===== src/hdl/dpd_pkg.sv =====
package dpd_pkg;

   localparam int MAX_CLASSES = 128;
   localparam int MAX_ANCHORS = 16384;

   localparam int SCORE_W  = 16;
   localparam int COORD_W  = 16;
   localparam int LABEL_W  = $clog2(MAX_CLASSES);
   localparam int CLASS_W  = $clog2(MAX_CLASSES + 1);
   localparam int ANCHOR_W = $clog2(MAX_ANCHORS);
   localparam int RATIO_W  = 16;
   localparam int PIXEL_W  = 13;
   localparam int FRAC_W   = 4;
   localparam int EDGE_W   = PIXEL_W + FRAC_W;
   localparam int CSR_W    = 16;

   // Edge before scaling, Q13.5: 2 * centre plus size needs two bits more than a coordinate.
   localparam int EDGE_V_W = COORD_W + 2;
   localparam int PROD_W   = EDGE_V_W + RATIO_W;
   // Q17.17 product down to Q13.4.
   localparam int ROUND_SHIFT = 13;
   localparam int SCALED_W    = PROD_W - ROUND_SHIFT;
   localparam logic [PROD_W-1:0] ROUND_BIAS = PROD_W'(1) << (ROUND_SHIFT - 1);

   localparam logic [ANCHOR_W-1:0] LAST_ANCHOR = ANCHOR_W'(MAX_ANCHORS - 1);
   localparam logic [CLASS_W-1:0]  CLASS_LIMIT = CLASS_W'(MAX_CLASSES);

   typedef enum logic [1:0] {
      CSR_SCORE_THRESHOLD = 2'd0,
      CSR_SCALE_RATIO     = 2'd1,
      CSR_IMAGE_WIDTH     = 2'd2,
      CSR_IMAGE_HEIGHT    = 2'd3
   } csr_index_type;

   localparam logic [SCORE_W-1:0] THRESHOLD_RESET = 16'd16384;
   localparam logic [RATIO_W-1:0] RATIO_RESET     = 16'd4096;
   localparam logic [PIXEL_W-1:0] WIDTH_RESET     = 13'd640;
   localparam logic [PIXEL_W-1:0] HEIGHT_RESET    = 13'd640;

   typedef struct packed {
      logic product_load;
      logic result_load;
   } adv_type;

endpackage


===== src/hdl/dpd_edge.sv =====
module dpd_edge (
   input  logic                          clock,
   input  dpd_pkg::adv_type              adv,
   input  logic [dpd_pkg::EDGE_V_W-1:0]  edge_value,
   input  logic [dpd_pkg::RATIO_W-1:0]   ratio,
   input  logic [dpd_pkg::PIXEL_W-1:0]   limit_px,
   output logic [dpd_pkg::EDGE_W-1:0]    edge_out
);
   import dpd_pkg::*;

   logic [PROD_W-1:0]   product_ff;
   logic [PROD_W-1:0]   product_in;
   logic [EDGE_W-1:0]   edge_ff;
   logic [EDGE_W-1:0]   edge_in;
   logic [PROD_W-1:0]   rounded;
   logic [SCALED_W-1:0] scaled;
   logic [EDGE_W-1:0]   limit;

   assign product_in = PROD_W'(edge_value) * PROD_W'(ratio);

   always_comb begin
      rounded = product_ff + ROUND_BIAS;
      scaled  = rounded[PROD_W-1:ROUND_SHIFT];
      limit   = {limit_px, FRAC_W'(0)};
      if (scaled >= SCALED_W'(limit)) begin
         edge_in = limit;
      end else begin
         edge_in = scaled[EDGE_W-1:0];
      end
   end

   always_ff @(posedge clock) begin
      if (adv.product_load) begin
         product_ff <= product_in;
      end
      if (adv.result_load) begin
         edge_ff <= edge_in;
      end
   end

   assign edge_out = edge_ff;

endmodule


===== src/hdl/detection_proposal_decode.sv =====
// Detection proposal decoder.
// Input channel (req_): one class score per transaction. The transaction with
// req_first_of_anchor set also carries the anchor's centre box, and with
// req_start_of_frame set it restarts anchor numbering. The transaction with
// req_last_of_anchor set closes the anchor.
// Result channel (rsp_): one transaction per anchor whose best score is above
// the threshold: the scaled, clamped corner box, the label, the score and the
// anchor number. Anchors that fall short produce nothing.
// Throughput is one input transaction per cycle while req_stall is low. A result
// reaches rsp_valid through three registers after its closing input transaction
// is accepted. The first register holds the state update and edge sums, the
// second the products of the four 18 x 16 bit multipliers, and the third the
// rounded, clamped edges.
// Registers are written through csr_; the user must do so only while no anchor
// is in flight, which the block itself does not enforce. Reset restores the
// register defaults and clears the running anchor state and all pipeline
// valids. When rsp_stall is held, the result stays on the rsp_ ports and the
// pipeline fills; req_stall rises only when all three stages hold results.
module detection_proposal_decode (
   input  logic                            clock,
   input  logic                            reset,
   input  logic                            req_valid,
   output logic                            req_stall,
   input  logic [dpd_pkg::COORD_W-1:0]     req_center_x,
   input  logic [dpd_pkg::COORD_W-1:0]     req_center_y,
   input  logic [dpd_pkg::COORD_W-1:0]     req_box_width,
   input  logic [dpd_pkg::COORD_W-1:0]     req_box_height,
   input  logic [dpd_pkg::SCORE_W-1:0]     req_class_score,
   input  logic                            req_first_of_anchor,
   input  logic                            req_last_of_anchor,
   input  logic                            req_start_of_frame,
   output logic                            rsp_valid,
   input  logic                            rsp_stall,
   output logic [dpd_pkg::EDGE_W-1:0]      rsp_left,
   output logic [dpd_pkg::EDGE_W-1:0]      rsp_top,
   output logic [dpd_pkg::EDGE_W-1:0]      rsp_right,
   output logic [dpd_pkg::EDGE_W-1:0]      rsp_bottom,
   output logic [dpd_pkg::LABEL_W-1:0]     rsp_class_label,
   output logic [dpd_pkg::SCORE_W-1:0]     rsp_best_score,
   output logic [dpd_pkg::ANCHOR_W-1:0]    rsp_anchor_number,
   input  logic                            csr_write_enable,
   input  dpd_pkg::csr_index_type          csr_index,
   input  logic [dpd_pkg::CSR_W-1:0]       csr_write_data
);
   import dpd_pkg::*;

   logic [SCORE_W-1:0]  threshold_ff;
   logic [RATIO_W-1:0]  ratio_ff;
   logic [PIXEL_W-1:0]  width_ff;
   logic [PIXEL_W-1:0]  height_ff;

   logic [SCORE_W-1:0]  best_ff, best_in;
   logic [LABEL_W-1:0]  label_ff, label_in;
   logic [CLASS_W-1:0]  class_ff, class_in;
   logic [COORD_W-1:0]  box_x_ff, box_y_ff, box_w_ff, box_h_ff;
   logic [COORD_W-1:0]  box_x_in, box_y_in, box_w_in, box_h_in;
   logic [ANCHOR_W-1:0] anchor_ff, anchor_in, anchor_base;

   logic                accept;
   logic                emit;
   logic [COORD_W:0]    x2, y2;
   logic [EDGE_V_W-1:0] edge_v_in [4];

   logic                s1_valid_ff, s1_valid_in;
   logic [EDGE_V_W-1:0] s1_edge_ff [4];
   logic [LABEL_W-1:0]  s1_label_ff;
   logic [SCORE_W-1:0]  s1_best_ff;
   logic [ANCHOR_W-1:0] s1_anchor_ff;

   logic                s2_valid_ff, s2_valid_in;
   logic [LABEL_W-1:0]  s2_label_ff;
   logic [SCORE_W-1:0]  s2_best_ff;
   logic [ANCHOR_W-1:0] s2_anchor_ff;

   logic                rsp_valid_ff, rsp_valid_in;
   logic [LABEL_W-1:0]  rsp_label_ff;
   logic [SCORE_W-1:0]  rsp_best_ff;
   logic [ANCHOR_W-1:0] rsp_anchor_ff;

   logic                out_go, s2_go, s1_go;
   adv_type             adv;

   assign out_go    = !rsp_valid_ff || !rsp_stall;
   assign s2_go     = !s2_valid_ff || out_go;
   assign s1_go     = !s1_valid_ff || s2_go;
   assign req_stall = !s1_go;
   assign accept    = req_valid && s1_go;

   assign adv.product_load = s2_go;
   assign adv.result_load  = out_go;

   always_ff @(posedge clock) begin
      if (reset) begin
         threshold_ff <= THRESHOLD_RESET;
         ratio_ff     <= RATIO_RESET;
         width_ff     <= WIDTH_RESET;
         height_ff    <= HEIGHT_RESET;
      end else if (csr_write_enable) begin
         unique case (csr_index)
            CSR_SCORE_THRESHOLD: threshold_ff <= csr_write_data[SCORE_W-1:0];
            CSR_SCALE_RATIO:     ratio_ff     <= csr_write_data[RATIO_W-1:0];
            CSR_IMAGE_WIDTH:     width_ff     <= csr_write_data[PIXEL_W-1:0];
            CSR_IMAGE_HEIGHT:    height_ff    <= csr_write_data[PIXEL_W-1:0];
         endcase
      end
   end

   always_comb begin
      best_in     = best_ff;
      label_in    = label_ff;
      class_in    = class_ff;
      box_x_in    = box_x_ff;
      box_y_in    = box_y_ff;
      box_w_in    = box_w_ff;
      box_h_in    = box_h_ff;
      anchor_base = anchor_ff;
      if (req_first_of_anchor) begin
         if (req_start_of_frame) begin
            anchor_base = '0;
         end
         box_x_in = req_center_x;
         box_y_in = req_center_y;
         box_w_in = req_box_width;
         box_h_in = req_box_height;
         best_in  = req_class_score;
         label_in = '0;
         class_in = CLASS_W'(1);
      end else if (class_ff < CLASS_LIMIT) begin
         if (req_class_score > best_ff) begin
            best_in  = req_class_score;
            label_in = class_ff[LABEL_W-1:0];
         end
         class_in = class_ff + CLASS_W'(1);
      end
      anchor_in = anchor_base;
      if (req_last_of_anchor) begin
         anchor_in = (anchor_base == LAST_ANCHOR) ? '0 : anchor_base + ANCHOR_W'(1);
      end
      emit = req_last_of_anchor && (best_in > threshold_ff);
   end

   always_comb begin
      x2 = {box_x_in, 1'b0};
      y2 = {box_y_in, 1'b0};
      edge_v_in[0] = (x2 <= (COORD_W + 1)'(box_w_in)) ? '0
                   : EDGE_V_W'(x2 - (COORD_W + 1)'(box_w_in));
      edge_v_in[1] = (y2 <= (COORD_W + 1)'(box_h_in)) ? '0
                   : EDGE_V_W'(y2 - (COORD_W + 1)'(box_h_in));
      edge_v_in[2] = EDGE_V_W'(x2) + EDGE_V_W'(box_w_in);
      edge_v_in[3] = EDGE_V_W'(y2) + EDGE_V_W'(box_h_in);
   end

   always_ff @(posedge clock) begin
      if (reset) begin
         best_ff   <= '0;
         label_ff  <= '0;
         class_ff  <= '0;
         box_x_ff  <= '0;
         box_y_ff  <= '0;
         box_w_ff  <= '0;
         box_h_ff  <= '0;
         anchor_ff <= '0;
      end else if (accept) begin
         best_ff   <= best_in;
         label_ff  <= label_in;
         class_ff  <= class_in;
         box_x_ff  <= box_x_in;
         box_y_ff  <= box_y_in;
         box_w_ff  <= box_w_in;
         box_h_ff  <= box_h_in;
         anchor_ff <= anchor_in;
      end
   end

   assign s1_valid_in  = s1_go ? (accept && emit) : s1_valid_ff;
   assign s2_valid_in  = s2_go ? s1_valid_ff : s2_valid_ff;
   assign rsp_valid_in = out_go ? s2_valid_ff : rsp_valid_ff;

   always_ff @(posedge clock) begin
      if (reset) begin
         s1_valid_ff  <= 1'b0;
         s2_valid_ff  <= 1'b0;
         rsp_valid_ff <= 1'b0;
      end else begin
         s1_valid_ff  <= s1_valid_in;
         s2_valid_ff  <= s2_valid_in;
         rsp_valid_ff <= rsp_valid_in;
      end
   end

   always_ff @(posedge clock) begin
      if (s1_go) begin
         s1_edge_ff   <= edge_v_in;
         s1_label_ff  <= label_in;
         s1_best_ff   <= best_in;
         s1_anchor_ff <= anchor_base;
      end
      if (s2_go) begin
         s2_label_ff  <= s1_label_ff;
         s2_best_ff   <= s1_best_ff;
         s2_anchor_ff <= s1_anchor_ff;
      end
      if (out_go) begin
         rsp_label_ff  <= s2_label_ff;
         rsp_best_ff   <= s2_best_ff;
         rsp_anchor_ff <= s2_anchor_ff;
      end
   end

   dpd_edge u_left (
      .clock      (clock),
      .adv        (adv),
      .edge_value (s1_edge_ff[0]),
      .ratio      (ratio_ff),
      .limit_px   (width_ff),
      .edge_out   (rsp_left)
   );

   dpd_edge u_top (
      .clock      (clock),
      .adv        (adv),
      .edge_value (s1_edge_ff[1]),
      .ratio      (ratio_ff),
      .limit_px   (height_ff),
      .edge_out   (rsp_top)
   );

   dpd_edge u_right (
      .clock      (clock),
      .adv        (adv),
      .edge_value (s1_edge_ff[2]),
      .ratio      (ratio_ff),
      .limit_px   (width_ff),
      .edge_out   (rsp_right)
   );

   dpd_edge u_bottom (
      .clock      (clock),
      .adv        (adv),
      .edge_value (s1_edge_ff[3]),
      .ratio      (ratio_ff),
      .limit_px   (height_ff),
      .edge_out   (rsp_bottom)
   );

   assign rsp_valid         = rsp_valid_ff;
   assign rsp_class_label   = rsp_label_ff;
   assign rsp_best_score    = rsp_best_ff;
   assign rsp_anchor_number = rsp_anchor_ff;

endmodule


===== config.mk =====
export PLATFORM = sky130hd
export DESIGN_NAME = detection_proposal_decode
export DESIGN_NICKNAME = d
export VERILOG_FILES = /design/src/hdl/dpd_pkg.sv /design/src/hdl/dpd_edge.sv /design/src/hdl/detection_proposal_decode.sv
export SDC_FILE = /design/constraint.sdc
export NUM_CORES = 2
export LEC_CHECK = 0
export ABC_CLOCK_PERIOD_IN_PS = 6600
export BUFFER_PORTS_ARGS = -buffer_cell sky130_fd_sc_hd__buf_2
export CAP_MARGIN = 20
export CORE_UTILIZATION = 28
export DETAILED_ROUTE_END_ITERATION = 16
export SYNTH_ARGS = -nofsm -noshare
export SYNTH_HDL_FRONTEND = slang
export SYNTH_SLANG_ARGS = --single-unit

===== constraint.sdc =====
create_clock -name clock -period 6.6 [get_ports clock]
set_input_delay 1.32 -clock clock [delete_from_list [all_inputs] [get_ports clock]]
set_output_delay 1.32 -clock clock [all_outputs]
set_load 0.05 [all_outputs]

==> results.cfg <==
[run_status]
status = completed

[global_routing]
antenna_found_initial = 16
grt_max_degree = 106
grt-ovfl-total = 0
globalRouteTotalUtil = 0.163
grt_pass1_vias = 46800
grt_pass1_wl_mm = 275

[timing]
worst_pin_slew_ns = 1.09
slew_violations = 0
clock.fmax_ghz = 0.157
skew_ns = 0.0944
hold_viol_final = 0
setup_violations = 0
period_share = 0.967
relSlewSlack = 0.262
rsz0062_at_grt = true
period_needed_ns = 6.38
fin_tns_setup_ns = 0
setup_ws_ns = 0.216

[detailed_routing]
vias_per_cell = 4.74
antenna_left = 0
wl_per_cell_um = 18.9
drt-initial-drc-count = 3041
vias = 44900
firstDrtPassIters = 5
drc = 0
routed_wirelength_mm = 179

[layout]
drive_gt1_frac = 0.103
fin_nets = 8136
synthToLayoutAreaGrowth_pct = 13.2
postLayoutCellArea_um2 = 68700

[floorplan]
rows = 170
coreArea_um2 = 215000
die_y_um = 467
die_w_um = 467
die-area_um2 = 219000
initial_core_util = 0.282
io_pins = 213

[placed_design]
place_area_um2 = 65900
dp_hpwl_mm = 142
port-buffer-count = 212
pre_cts_ws_ns = -0.210
gp_congestion = 0.926

[setup_path]
required_ns = 7.13
end_kind = flop
cp-start-kind = flop
crit_fanout = 20
startpoint = ratio_ff[8]
rr_startpoint = ratio_ff[8]
critPathKind = reg -> reg
arrival_ns = 6.92

[clock_network]
clk_latency_ns = 0.75
cts_sinks = 509
cts_max_level = 2
cts_inserted_buffers = 57
clk_pin_slew_worst_paths_ns = 0.07
clk_root_buffer_cell = clkbuf_16
cts_buffer_depth = 3
cts_tree = yes

[logic_synthesis]
ys_seq_elements = 509
synth-warning-count = 0
syn_inst = 6368
synth_seq_area_share = 0.224
synth.distinct_cells = 82
async_reset_ff_frac = 0
syn-num-nets = 7926
synth_edf_count = 339
ys.flop_type = edfxtp_1
syn_area_um2 = 60700
syn_area_per_cell_um2 = 9.53

[power]
irDropWorstVdd_uv = 236
power.density_nw_per_um2 = 239
power_leakage_nw = 32.5

[hold_path]
worstHoldStart = s1_anchor_ff[1]
hold_path.class = reg -> reg

[run]
drv_cap = 0
per-stage QoR:
step | instances | hold slack (ns) | total power [W] | utilization
floorplan | 6368 | 0.400 | 0.00998 | -
global placement | 9313 | 0.403 | 0.0127 | 0.307
detailed placement | 9313 | 0.405 | 0.0128 | 0.307
CTS | 9421 | 0.389 | 0.0163 | 0.316
global route | 9466 | 0.402 | 0.0175 | 0.319
finish | 9470 | 0.389 | 0.0164 | 0.319
report_power, final:
part / total, W / internal, W / switching (W) / leakage [nW]
Clock: 0.00348 / 0.00197 / 0.00151 / 0.972
Sequential: 0.00488 / 0.00422 / 0.000667 / 5.27
Combinational: 0.00806 / 0.00302 / 0.00504 / 26.3
state kept, by name (all words and copies together), names as in the netlist, 17 cells and up:
register and count:
s1_edge_ff 72, u_bottom.edge_out 17, u_bottom.product_ff 22, u_left.edge_out 17, u_left.product_ff 22, u_right.edge_out 17, u_right.product_ff 22, u_top.edge_out 17
u_top.product_ff 22
worst max-delay path, stage by stage (launching register included):
cell and delay (ns):
dfxtp_2 0.48, buf_12 0.23, nand2_1 0.14, fa_1 0.53, inv_1 0.05, fa_1 0.49
inv_1 0.05, fa_1 0.53, inv_1 0.05, fa_1 0.46, fa_1 0.49, inv_1 0.05
fa_1 0.47, inv_1 0.04, ha_1 0.31, a21o_1 0.20, a21o_1 0.18, a21oi_2 0.14
o311a_1 0.20, o31a_2 0.18, o22ai_2 0.11, o41ai_4 0.38, mux2i_1 0.23, and4_1 0.19
synthesized netlist by cell type, drive strengths merged, types with 8 or more instances:
cell type | n | area (µm²)
a31oi | 17 | 106
a211o | 8 | 70.1
edfxtp | 339 | 10200
o21bai | 32 | 244
nand2 | 907 | 3400
nand3 | 94 | 488
inv | 1126 | 4230
nor3 | 49 | 245
o21a | 38 | 285
and3 | 28 | 180
a22o | 8 | 70.1
nor2 | 188 | 713
nand2b | 20 | 125
a21oi | 263 | 1320
mux2i | 51 | 510
dfxtp | 170 | 3400
nor2b | 30 | 188
xnor2 | 130 | 1140
and4 | 18 | 158
clkbuf | 282 | 1060
xor2 | 69 | 604
a21o | 63 | 473
o31ai | 8 | 65.1
fa | 888 | 17800
a211oi | 60 | 450
and2 | 551 | 3450
o211ai | 10 | 75.1
o21ai | 123 | 616
nand4 | 56 | 350
buf | 18 | 90.1
mux2 | 63 | 747
ha | 564 | 7060
area by class of cell:
type                    instances  area (µm²)
clock buffers                  66        1490
diodes                          5        12.5
fillers                     22100      146000
flip-flops and latches        509       13600
inverters                    1126        4230
multi-input cells            4433       41900
well taps                    2838        3550
repair buffers                451        3340
clock inverters                42         559
path summary, 6_finish.rpt:
kind	to	slack (ns)	cells after the start
setup / recovery	u_left.product_ff[33]	0.22	23
hold / removal	s2_anchor_ff[1]	0.39	0
setup reg to reg	u_left.product_ff[33]	0.22	23
hold reg to reg	s2_anchor_ff[1]	0.39	0
layer usage:
metal  global-route usage  routed length, µm  up-vias  part of all wire
li1                     -                  -    20500                 -
met4               0.0513               5650        6             0.032
met1                0.225              79700    22700              0.45
met3               0.0261              12900      234             0.072
met2                0.259              80300     1382              0.45
met5                    0                 51        -           0.00029
cell families (layout without fill, tap and decap cells):
group	count (synthesis)	count (layout)	synth area share
AO/OA/AOI/OAI	692	692	0.0711
buffers and inverters	1426	1685	0.0886
flip-flops	509	509	0.224
AND/OR/NAND/NOR	1976	1976	0.158
adder cells (fa/ha/maj)	1452	1452	0.409
XOR/XNOR	199	199	0.0287
multiplexers	114	114	0.0207
other	0	5	0
repair_timing:
| item | in CTS | in global routing |
|---|---|---|
| hold buffers | 0 | 0 |
| pin swaps | 0 | 8 |
| endpoints found under the hold margin | 0 | 0 |
| setup endpoints to repair | 10 | 24 |
| cloned | 0 | 5 |
| resized for setup | 4 | 43 |
| setup buffers | 0 | 35 |
cell usage in the layout, fill, tap and decap left out, types with 20 or more instances in the layout:
cell | Yosys | final
mux2_2 | 53 | 53
and2_1 | 549 | 548
buf_4 | 0 | 197
mux2i_1 | 51 | 50
xor2_1 | 69 | 69
nand3_1 | 92 | 91
inv_1 | 1126 | 1126
xnor2_1 | 130 | 130
a211oi_1 | 60 | 58
ha_1 | 564 | 563
nor2b_1 | 30 | 30
o21bai_1 | 31 | 31
edfxtp_1 | 339 | 339
a21o_1 | 63 | 63
nand4_1 | 56 | 56
and3_1 | 27 | 27
o21ai_0 | 119 | 117
nor3_1 | 49 | 48
fa_1 | 888 | 886
clkbuf_16 | 0 | 62
nor2_1 | 185 | 185
dfxtp_1 | 170 | 154
nand2_1 | 907 | 905
nand2b_1 | 20 | 20
a21oi_1 | 263 | 253
o21a_1 | 38 | 38
buf_2 | 6 | 211
buf_12 | 0 | 25
Power figures use the tool's default switching activity.
